### config.mk
export PLATFORM = sky130hd
export DESIGN_NAME = scrambled_frame_receiver
export DESIGN_NICKNAME = d
export VERILOG_FILES = /design/src/sv/sfr_pkg.sv /design/src/sv/scrambled_frame_receiver.sv
export SDC_FILE = /design/constraint.sdc
export NUM_CORES = 1
export LEC_CHECK = 0
export ABC_CLOCK_PERIOD_IN_PS = 16800
export BUFFER_PORTS_ARGS = -buffer_cell sky130_fd_sc_hd__buf_2
export CAP_MARGIN = 20
export CORE_ASPECT_RATIO = 1.25
export CORE_UTILIZATION = 60
export CTS_CLUSTER_DIAMETER = 50
export DETAILED_ROUTE_END_ITERATION = 7
export PLACE_DENSITY = 0.85
export SETUP_SLACK_MARGIN = 0.5
export SLEW_MARGIN = 20
export SYNTH_ARGS = -nofsm -noshare
export SYNTH_HDL_FRONTEND = slang
export SYNTH_SLANG_ARGS = --single-unit
### constraint.sdc
create_clock -name clk -period 16.8 [get_ports clk]
set_input_delay 0 -clock clk [delete_from_list [all_inputs] [get_ports clk]]
set_output_delay 0 -clock clk [all_outputs]
set_load 0.005 [all_outputs]
### src/sv/sfr_pkg.sv
`default_nettype none
// ----------------------------------------------------------------------------
// sfr_pkg
// Shared types and constants for the scrambled frame receiver.
// ----------------------------------------------------------------------------

package sfr_pkg;

	typedef enum logic [2:0] {
		PH_HUNT    = 3'd0,
		PH_LEN     = 3'd1,
		PH_ADDR    = 3'd2,
		PH_TYPE    = 3'd3,
		PH_PAYLOAD = 3'd4,
		PH_CHECK   = 3'd5
	} phase_t;

	typedef enum logic [1:0] {
		KIND_TYPE    = 2'd0,
		KIND_PAYLOAD = 2'd1,
		KIND_GOOD    = 2'd2,
		KIND_BAD     = 2'd3
	} kind_t;

	typedef enum logic [1:0] {
		REG_HEADER_CODE   = 2'd0,
		REG_OWN_ADDRESS   = 2'd1,
		REG_SCRAMBLE_SEED = 2'd2,
		REG_RESYNC_TYPE   = 2'd3
	} reg_index_t;

	localparam logic        FUNC_BYTE   = 1'b0;
	localparam logic        FUNC_RESYNC = 1'b1;

	localparam logic [31:0] LCG_MUL     = 32'd1103515245;
	localparam logic [31:0] LCG_ADD     = 32'd12345;
	localparam logic [7:0]  CNT_STEP    = 8'd101;
	localparam logic [7:0]  CNT_INIT    = 8'd31;
	localparam logic [31:0] SEED_INIT   = 32'd333;

	// bytes ahead of the payload that byte_count includes (address, type)
	// plus the length-to-payload offset
	localparam logic [7:0]  HDR_BYTES   = 8'd3;
	localparam logic [7:0]  MIN_PAY_LEN = 8'd3;

endpackage

`default_nettype wire

### src/sv/scrambled_frame_receiver.sv
`default_nettype none
// ----------------------------------------------------------------------------
// scrambled_frame_receiver
// Frames link bytes, checks header, address and checksum, descrambles payload.
// ----------------------------------------------------------------------------
// One transaction is taken per clock unless item_stall is high. A byte is
// captured in an input register; then the frame state machine, the checksum
// adder and the keystream generator (one 32x32 constant multiply) update
// together and write the result register when it can advance, so a result
// is registered behind the input register. The result register decouples the
// two channels: a new byte is accepted while a finished result waits, and
// item_stall rises only when the input register is occupied while a result
// sits stalled in the result register. The keystream persists across frames
// unless a good frame of the resync type reloads it; func = 1 reloads it from
// scramble_seed and restarts header hunting without producing a result.

module scrambled_frame_receiver
	import sfr_pkg::*;
(
	input  wire logic        clk,
	input  wire logic        arst_n,

	input  wire logic        cfg_we,
	input  wire logic [1:0]  cfg_index,
	input  wire logic [31:0] cfg_data,

	input  wire logic        item_valid,
	output logic             item_stall,
	input  wire logic        func,
	input  wire logic [7:0]  rx_byte,

	output logic             result_valid,
	input  wire logic        result_stall,
	output logic [1:0]       kind,
	output logic [7:0]       value,
	output logic [7:0]       payload_index
);

	logic [7:0]  header_code_q;
	logic [7:0]  own_address_q;
	logic [31:0] scramble_seed_q;
	logic [7:0]  resync_type_q;

	logic        valid_s1;
	logic        func_s1;
	logic [7:0]  byte_s1;

	phase_t      phase_q,  phase_d;
	logic [7:0]  sum_q,    sum_d;
	logic [7:0]  len_q,    len_d;
	logic [7:0]  bc_q,     bc_d;
	logic [7:0]  fkind_q,  fkind_d;
	logic [31:0] lcg_q,    lcg_d;
	logic [7:0]  cnt_q,    cnt_d;

	logic        out_valid_q;
	kind_t       kind_q,   kind_d;
	logic [7:0]  value_q,  value_d;
	logic [7:0]  index_q,  index_d;
	logic        has_res;

	logic        adv;
	logic        fire;
	logic [31:0] lcg_prod;
	logic [31:0] lcg_step;
	logic [7:0]  cnt_step;
	logic [7:0]  key;
	logic [7:0]  bc_inc;
	logic [8:0]  bc_next2;
	logic        good;

	always_ff @(posedge clk or negedge arst_n) begin
		if (!arst_n) begin
			header_code_q   <= '0;
			own_address_q   <= '0;
			scramble_seed_q <= SEED_INIT;
			resync_type_q   <= '0;
		end else if (cfg_we) begin
			case (cfg_index)
				REG_HEADER_CODE:   header_code_q   <= cfg_data[7:0];
				REG_OWN_ADDRESS:   own_address_q   <= cfg_data[7:0];
				REG_SCRAMBLE_SEED: scramble_seed_q <= cfg_data;
				REG_RESYNC_TYPE:   resync_type_q   <= cfg_data[7:0];
				default: ;
			endcase
		end
	end

	assign adv        = !out_valid_q || !result_stall;
	assign fire       = valid_s1 && adv;
	assign item_stall = valid_s1 && !adv;

	always_ff @(posedge clk or negedge arst_n) begin
		if (!arst_n) begin
			valid_s1 <= 1'b0;
		end else if (!item_stall) begin
			valid_s1 <= item_valid;
		end
	end

	always_ff @(posedge clk) begin
		if (!item_stall && item_valid) begin
			func_s1 <= func;
			byte_s1 <= rx_byte;
		end
	end

	assign lcg_prod = lcg_q * LCG_MUL + LCG_ADD;
	assign lcg_step = {8'd0, lcg_prod[31:8]};
	assign cnt_step = cnt_q + CNT_STEP;
	assign key      = cnt_step ^ lcg_prod[15:8];
	assign bc_inc   = bc_q + 8'd1;
	assign bc_next2 = {1'b0, bc_inc} + 9'd1;
	assign good     = (byte_s1 == sum_q) && (bc_inc == len_q);

	always_comb begin
		phase_d = phase_q;
		sum_d   = sum_q;
		len_d   = len_q;
		bc_d    = bc_q;
		fkind_d = fkind_q;
		lcg_d   = lcg_q;
		cnt_d   = cnt_q;
		has_res = 1'b0;
		kind_d  = KIND_TYPE;
		value_d = byte_s1;
		index_d = '0;
		if (fire) begin
			if (func_s1 == FUNC_RESYNC) begin
				lcg_d   = scramble_seed_q;
				cnt_d   = CNT_INIT;
				phase_d = PH_HUNT;
				sum_d   = '0;
				len_d   = '0;
				bc_d    = '0;
				fkind_d = '0;
			end else begin
				case (phase_q)
					PH_LEN: begin
						sum_d   = sum_q + byte_s1;
						len_d   = byte_s1;
						bc_d    = '0;
						phase_d = PH_ADDR;
					end
					PH_ADDR: begin
						sum_d   = sum_q + byte_s1;
						bc_d    = bc_inc;
						phase_d = (byte_s1 == own_address_q) ? PH_TYPE : PH_HUNT;
					end
					PH_TYPE: begin
						sum_d   = sum_q + byte_s1;
						bc_d    = bc_inc;
						fkind_d = byte_s1;
						phase_d = (len_q > MIN_PAY_LEN) ? PH_PAYLOAD : PH_CHECK;
						has_res = 1'b1;
						kind_d  = KIND_TYPE;
					end
					PH_PAYLOAD: begin
						lcg_d   = lcg_step;
						cnt_d   = cnt_step;
						sum_d   = sum_q + byte_s1;
						bc_d    = bc_inc;
						if (bc_next2 >= {1'b0, len_q}) begin
							phase_d = PH_CHECK;
						end
						has_res = 1'b1;
						kind_d  = KIND_PAYLOAD;
						value_d = byte_s1 ^ key;
						index_d = bc_inc - HDR_BYTES;
					end
					PH_CHECK: begin
						bc_d    = bc_inc;
						sum_d   = sum_q + byte_s1;
						phase_d = PH_HUNT;
						if (good && fkind_q == resync_type_q) begin
							lcg_d = scramble_seed_q;
							cnt_d = CNT_INIT;
						end
						has_res = 1'b1;
						kind_d  = good ? KIND_GOOD : KIND_BAD;
						index_d = (bc_inc >= HDR_BYTES) ? bc_inc - HDR_BYTES : 8'd0;
					end
					default: begin
						sum_d   = byte_s1;
						phase_d = (byte_s1 == header_code_q) ? PH_LEN : PH_HUNT;
					end
				endcase
			end
		end
	end

	always_ff @(posedge clk or negedge arst_n) begin
		if (!arst_n) begin
			phase_q <= PH_HUNT;
			sum_q   <= '0;
			len_q   <= '0;
			bc_q    <= '0;
			fkind_q <= '0;
			lcg_q   <= SEED_INIT;
			cnt_q   <= CNT_INIT;
		end else begin
			phase_q <= phase_d;
			sum_q   <= sum_d;
			len_q   <= len_d;
			bc_q    <= bc_d;
			fkind_q <= fkind_d;
			lcg_q   <= lcg_d;
			cnt_q   <= cnt_d;
		end
	end

	always_ff @(posedge clk or negedge arst_n) begin
		if (!arst_n) begin
			out_valid_q <= 1'b0;
		end else if (adv) begin
			out_valid_q <= fire && has_res;
		end
	end

	always_ff @(posedge clk) begin
		if (fire && has_res) begin
			kind_q  <= kind_d;
			value_q <= value_d;
			index_q <= index_d;
		end
	end

	assign result_valid  = out_valid_q;
	assign kind          = kind_q;
	assign value         = value_q;
	assign payload_index = index_q;

	a_stall_needs_s1: assert property (@(posedge clk) disable iff (!arst_n)
		item_stall |-> valid_s1 && out_valid_q)
		else $error("input stalled without both stages occupied");

	a_resync_hunts: assert property (@(posedge clk) disable iff (!arst_n)
		fire && func_s1 == FUNC_RESYNC |=> phase_q == PH_HUNT && cnt_q == CNT_INIT)
		else $error("resync did not restart hunting");

	a_type_result: assert property (@(posedge clk) disable iff (!arst_n)
		fire && func_s1 == FUNC_BYTE && phase_q == PH_TYPE
		|=> result_valid && kind == KIND_TYPE && payload_index == 8'd0)
		else $error("type byte did not produce a type result");

	a_hunt_silent: assert property (@(posedge clk) disable iff (!arst_n)
		fire && phase_q == PH_HUNT && !result_stall |=> !result_valid)
		else $error("result produced while hunting");

endmodule

`default_nettype wire
After elaboration in Yosys (flattened, before gate mapping). Index checks and enable logic that the tools add are counted.

Add/subtract/negate cells: 6. Multiply operators: 1. Magnitude comparators: 3. Eq/ne operators: 15. Muxes and demuxes: 30. Bitwise gates (word level): 3. Reduce and logical (&&, ||, !) cells: 29.

Operators with widths (number): two-way mux 8 bit (13); two-way mux 32 bit (2); one-hot mux 32 bit (2 select lines) (1); one-hot mux 8 bit (2 select lines) (3); equality test 8 bit (5); adder 32 x 14 -> 32 bit, second input constant (1); multiplier 32 x 31 -> 32 bit, second input constant (1); AND reduction 2 bit (8); bitwise XOR 8 bit (2); one-hot mux 3 bit (5 select lines) (1); adder 8 x 1 -> 9 bit, second input constant (1); greater-or-equal comparator 9 x 8 -> 1 bit (1); adder 8 x 1 -> 8 bit, second input constant (1); adder 8 x 7 -> 8 bit, second input constant (1); adder 8 bit (1); greater-or-equal comparator 8 x 2 -> 1 bit, second input constant (1); > comparator 8 x 2 -> 1 bit, second input constant (1); subtractor 8 x 2 -> 8 bit, second input constant (1); equality test 3 x 2 -> 1 bit, second input constant (2); equality test 3 bit, second input constant (2); logical AND 1 bit (6); two-way mux 1 bit (6); two-way mux 3 bit (2); inequality test 3 bit, second input constant (2); 16 further kinds (22).

Register bits after elaboration: 160. Output and inout bits: 20.

Logic depth before layout (Yosys ltp).
Depth in word-level cells: 7. Gate-level depth with buffers: 25. Depth with buffers taken out: 25.

Worst setup path before layout. No wires, ideal clock.

Path kind: reg2reg. Start: register lcg_q[8]. End: register lcg_q[17]. Setup time: 0.124 ns. Arrival time: 6.518 ns. Slack: 10.159 ns. Stages on the path, launching flop included: 23. Buffers on the path: 0. Period minus slack after synthesis: 6.641 ns. Path through: dfstp_2 -> ha_1 -> xor2_1 -> ha_1 -> a21oi_1 -> fa_1 -> fa_1 -> inv_1 -> fa_1 -> fa_1 -> fa_1 -> inv_1 -> fa_1 -> inv_1 -> ha_1 -> a21o_1 -> a21oi_1 -> nor2b_1 -> and3b_1 -> a21oi_1 -> a2111oi_0 -> nor4_1 -> a211o_1.

Cells in the longest elaborated chain, start to end: 4.

Ends and longest elaborated chain: start: declaration (RTL line scrambled_frame_receiver.sv:53) `logic [31:0] lcg_q, lcg_d;`; start signal: assignment (RTL line scrambled_frame_receiver.sv:207) `lcg_q <= lcg_d;`; multiplier 32 x 31 -> 32 bit (RTL line scrambled_frame_receiver.sv:108) `assign lcg_prod = lcg_q * LCG_MUL + LCG_ADD;`; adder 32 x 14 -> 32 bit (RTL line scrambled_frame_receiver.sv:108); one-hot mux 32 bit (2 select lines) (RTL line scrambled_frame_receiver.sv:138) `case (phase_q)`; two-way mux 32 bit (RTL line scrambled_frame_receiver.sv:129) `if (func_s1 == FUNC_RESYNC) begin`.

No other way between the ends. A chain may end at the register's enable or synchronous reset.

Final worst setup path.
Start: register lcg_q[7]. End: register lcg_q[17].

Same word-level chain as after synthesis.

==> flow_metrics.py <==
metrics = {
    "floorplanning": {
        "initial_utilization_pct": 61.26,
        "die_h_um": 190.1,
        "top_level_ports": 68,
        "core.rowCount": 68,
        "fp.dieW_um": 152.5,
        "die_area_um2": 29000,
        "core_area_um2": 27740,
    },
    "clock_network": {
        "clkTransAtPathRegs_ps": 70,
        "cts_max_level": 4,
        "ctsResizeCount": 0,
        "cts_tree": "done",
        "clock_insertion_delay_worst_skew_ps": 450,
        "cts_root_buffer": "clkbuf_16",
        "ctsLongestPathBuffers": 2,
        "cts-buffers-inserted": 17,
        "clkSinkCount": 160,
    },
    "synthesis": {
        "ys.warnings.count": 0,
        "postSynthAreaPerCell_um2": 10.00,
        "synth.top_cells.by_area": "fa_1 22%, dfrtp_1 17%, ha_1 17%",
        "syn_inst": 1699,
        "synth_ff_type": "dfrtp_1",
        "synth_enable_flop_cells": 27,
        "synth.lib_cells_used.distinct": 66,
        "post_synth_instance_area_um2": 16990,
        "synth_seq_cells": 160,
        "seq_area_frac_synth_pct": 24.47,
        "synth_area_leader_cell": "fa_1",
        "mappedNetlistNets": 2158,
        "yosysTopAreaCellShare_pct": 21.91,
        "proportion_of_register_bits_with_asynchronous_set_or_reset_after_synthesis_pct": 83.13,
    },
    "status": {
        "outcome": "finished clean",
    },
    "routing": {
        "dr_vias": 12520,
        "detail_route_antenna_nets": 0,
        "wl_per_cell_um": 20.97,
        "firstDrtPassIters": 5,
        "avgViaCountPerCell": 5.796,
        "drt_drc_violations_left": 0,
        "drt_iter0_markers": 937,
        "wirelength_mm": 45.31,
    },
    "min_path": {
        "hp-class": "in2async",
    },
    "finish": {
        "utilization_pct": 67.36,
        "layout_cells_sized_above_1_pct": 10.39,
        "regs_by_ff_count": "lcg_q: 32 flops, scramble_seed_q: 32 flops",
        "layout.cells.most_common": "inv_1",
        "final_net_count": 2256,
        "area_delta_synth_final_pct": 9.963,
        "num_antenna_cells": 0,
        "most-common-layout-cells": "414 x inv_1, 225 x ha_1, 186 x fa_1, 118 x dfrtp_1, 94 x nand2_1",
    },
    "sta": {
        "setup_violations": 0,
        "setup_ws_ps": 9446,
        "max_clock_freq_mhz": 136.0,
        "setup_repair_after_global_routing_missed_its_margin": "false",
        "setup-tns-final_ps": 0,
        "timing.final.crit_period_ps": 7354,
        "skew_ps": 12.14,
        "worst-slew-pin-transition_ps": 967.7,
        "timing_max_transition_violations_final": 0,
        "hold_viol_final": 0,
        "final_period_utilization_pct": 43.77,
        "slew_headroom_pct": 35.33,
    },
    "placement": {
        "io_buffers": 67,
        "preCtsSetupSlack_ps": 9532,
        "place_congestion": 1.024,
        "place.detailed.hpwl_mm": 34.98,
    },
    "run": {
        "max-cap-violations": 0,
    },
    "setup_path": {
        "setup.worst_path.class": "reg2reg",
        "worstSetupEndpointType": "register",
        "worst_ep_required_time_ps": 17130,
        "worst_ep_arrival_time_ps": 7680,
        "critPathLaunchType": "register",
        "critical_path.max_fanout": 10,
    },
    "global_routing": {
        "globalRouteOverflowTotal": 0,
        "first_pass_grt_wire_length_mm": 73.04,
        "maximum_number_of_pins_on_one_net_before_global_route_repair": 80,
        "globalRouteTotalUtil_pct": 33.34,
        "grt_antenna_before_repair": 1,
        "number_of_global_route_vias_before_repair": 13810,
    },
}
-- path summary, 6_finish.rpt --
| path | start | end | slack, ps | depth (start not counted) |
|---|---|---|---|---|
| max reg2reg | lcg_q[7] | lcg_q[17] | 9450 | 22 |
| max in group asynchronous | arst_n | bc_q[2] | 15550 | 3 |
| max | lcg_q[7] | lcg_q[17] | 9450 | 22 |
| min | arst_n | lcg_q[25] | 90 | 2 |
| min in group clk | cfg_index[0] | header_code_q[0] | 90 | 3 |
| min reg2reg | cnt_q[1] | cnt_q[1] | 480 | 2 |
-- cell usage after synthesis, drive strengths merged (6+ instances only) --
cell type	number
mux2i	19
nor2b	13
nor4	10
a22o	8
nor3b	6
and2	9
clkbuf	33
fa	186
a21o	16
nor3	19
nand3	10
buf	6
nor2	55
xor2	65
inv	414
edfxtp	27
a31oi	7
o21ai	70
dfrtp	118
nand2	94
mux2	59
a21oi	51
nand4	9
a211oi	6
nand2b	6
o31ai	9
a22oi	10
ha	225
o21a	6
xnor2	66
dfstp	15
-- worst max-delay path, cell delays in order, from the launching register on --
cell and delay [ps]:
dfrtp_1 530, ha_1 470, xor2_1 200, ha_1 200
a21oi_1 220, fa_1 470, fa_1 550, inv_1 60
fa_1 520, fa_1 460, fa_1 570, inv_1 60
fa_1 550, inv_1 50, ha_1 380, a21o_1 220
a21oi_1 350, nor2b_1 210, and3b_1 220, a21oi_1 120
a2111oi_0 450, nor4_1 100, a211o_1 290
-- through the flow --
stage	cell area, um2	hold slack, ps	instances
final	18680	91.16	2160
after global routing	18680	110.3	2160
after CTS	18680	77.42	2160
after detailed placement	17680	1.748	2083
after global placement	17670	-0.3708	2083
after floorplan	16990	-295.6	1699
-- cell families after synthesis --
family | after synthesis | share of synthesized area, %
compound gates | 213 | 7.857
xor+xnor | 132 | 6.929
fa+ha+maj | 411 | 38.48
buf+inv | 453 | 10.09
flops | 160 | 24.47
mux | 78 | 5.029
simple gates | 252 | 7.143
-- timing repair --
item	4_1_cts	5_1_grt
setup endpoints to repair	0	0
buffers inserted	0	0
hold endpoints to repair	121	0
hold buffers	45	0
-- final cells by class --
type | count | area [um2]
Clock buffer | 25 | 496.7
Clock inverter | 7 | 50.05
Fill cell | 1950 | 9052
Inverter | 414 | 1554
Multi-Input combinational cell | 1086 | 11150
Sequential cell | 160 | 4158
Tap cell | 350 | 437.9
Timing Repair Buffer | 118 | 840.8
-- metal layers --
metal,track usage (%),vias to the layer above,wire (um)
li1,-,5589,-
met1,36.94,6196,16430
met2,59.87,538,23160
met3,5.194,195,2515
met4,21.64,2,3175
met5,0,-,16
Power is left out: the tool's default activity adds up to more than one toggle a clock period on the data nets, which glitch-free logic cannot reach.
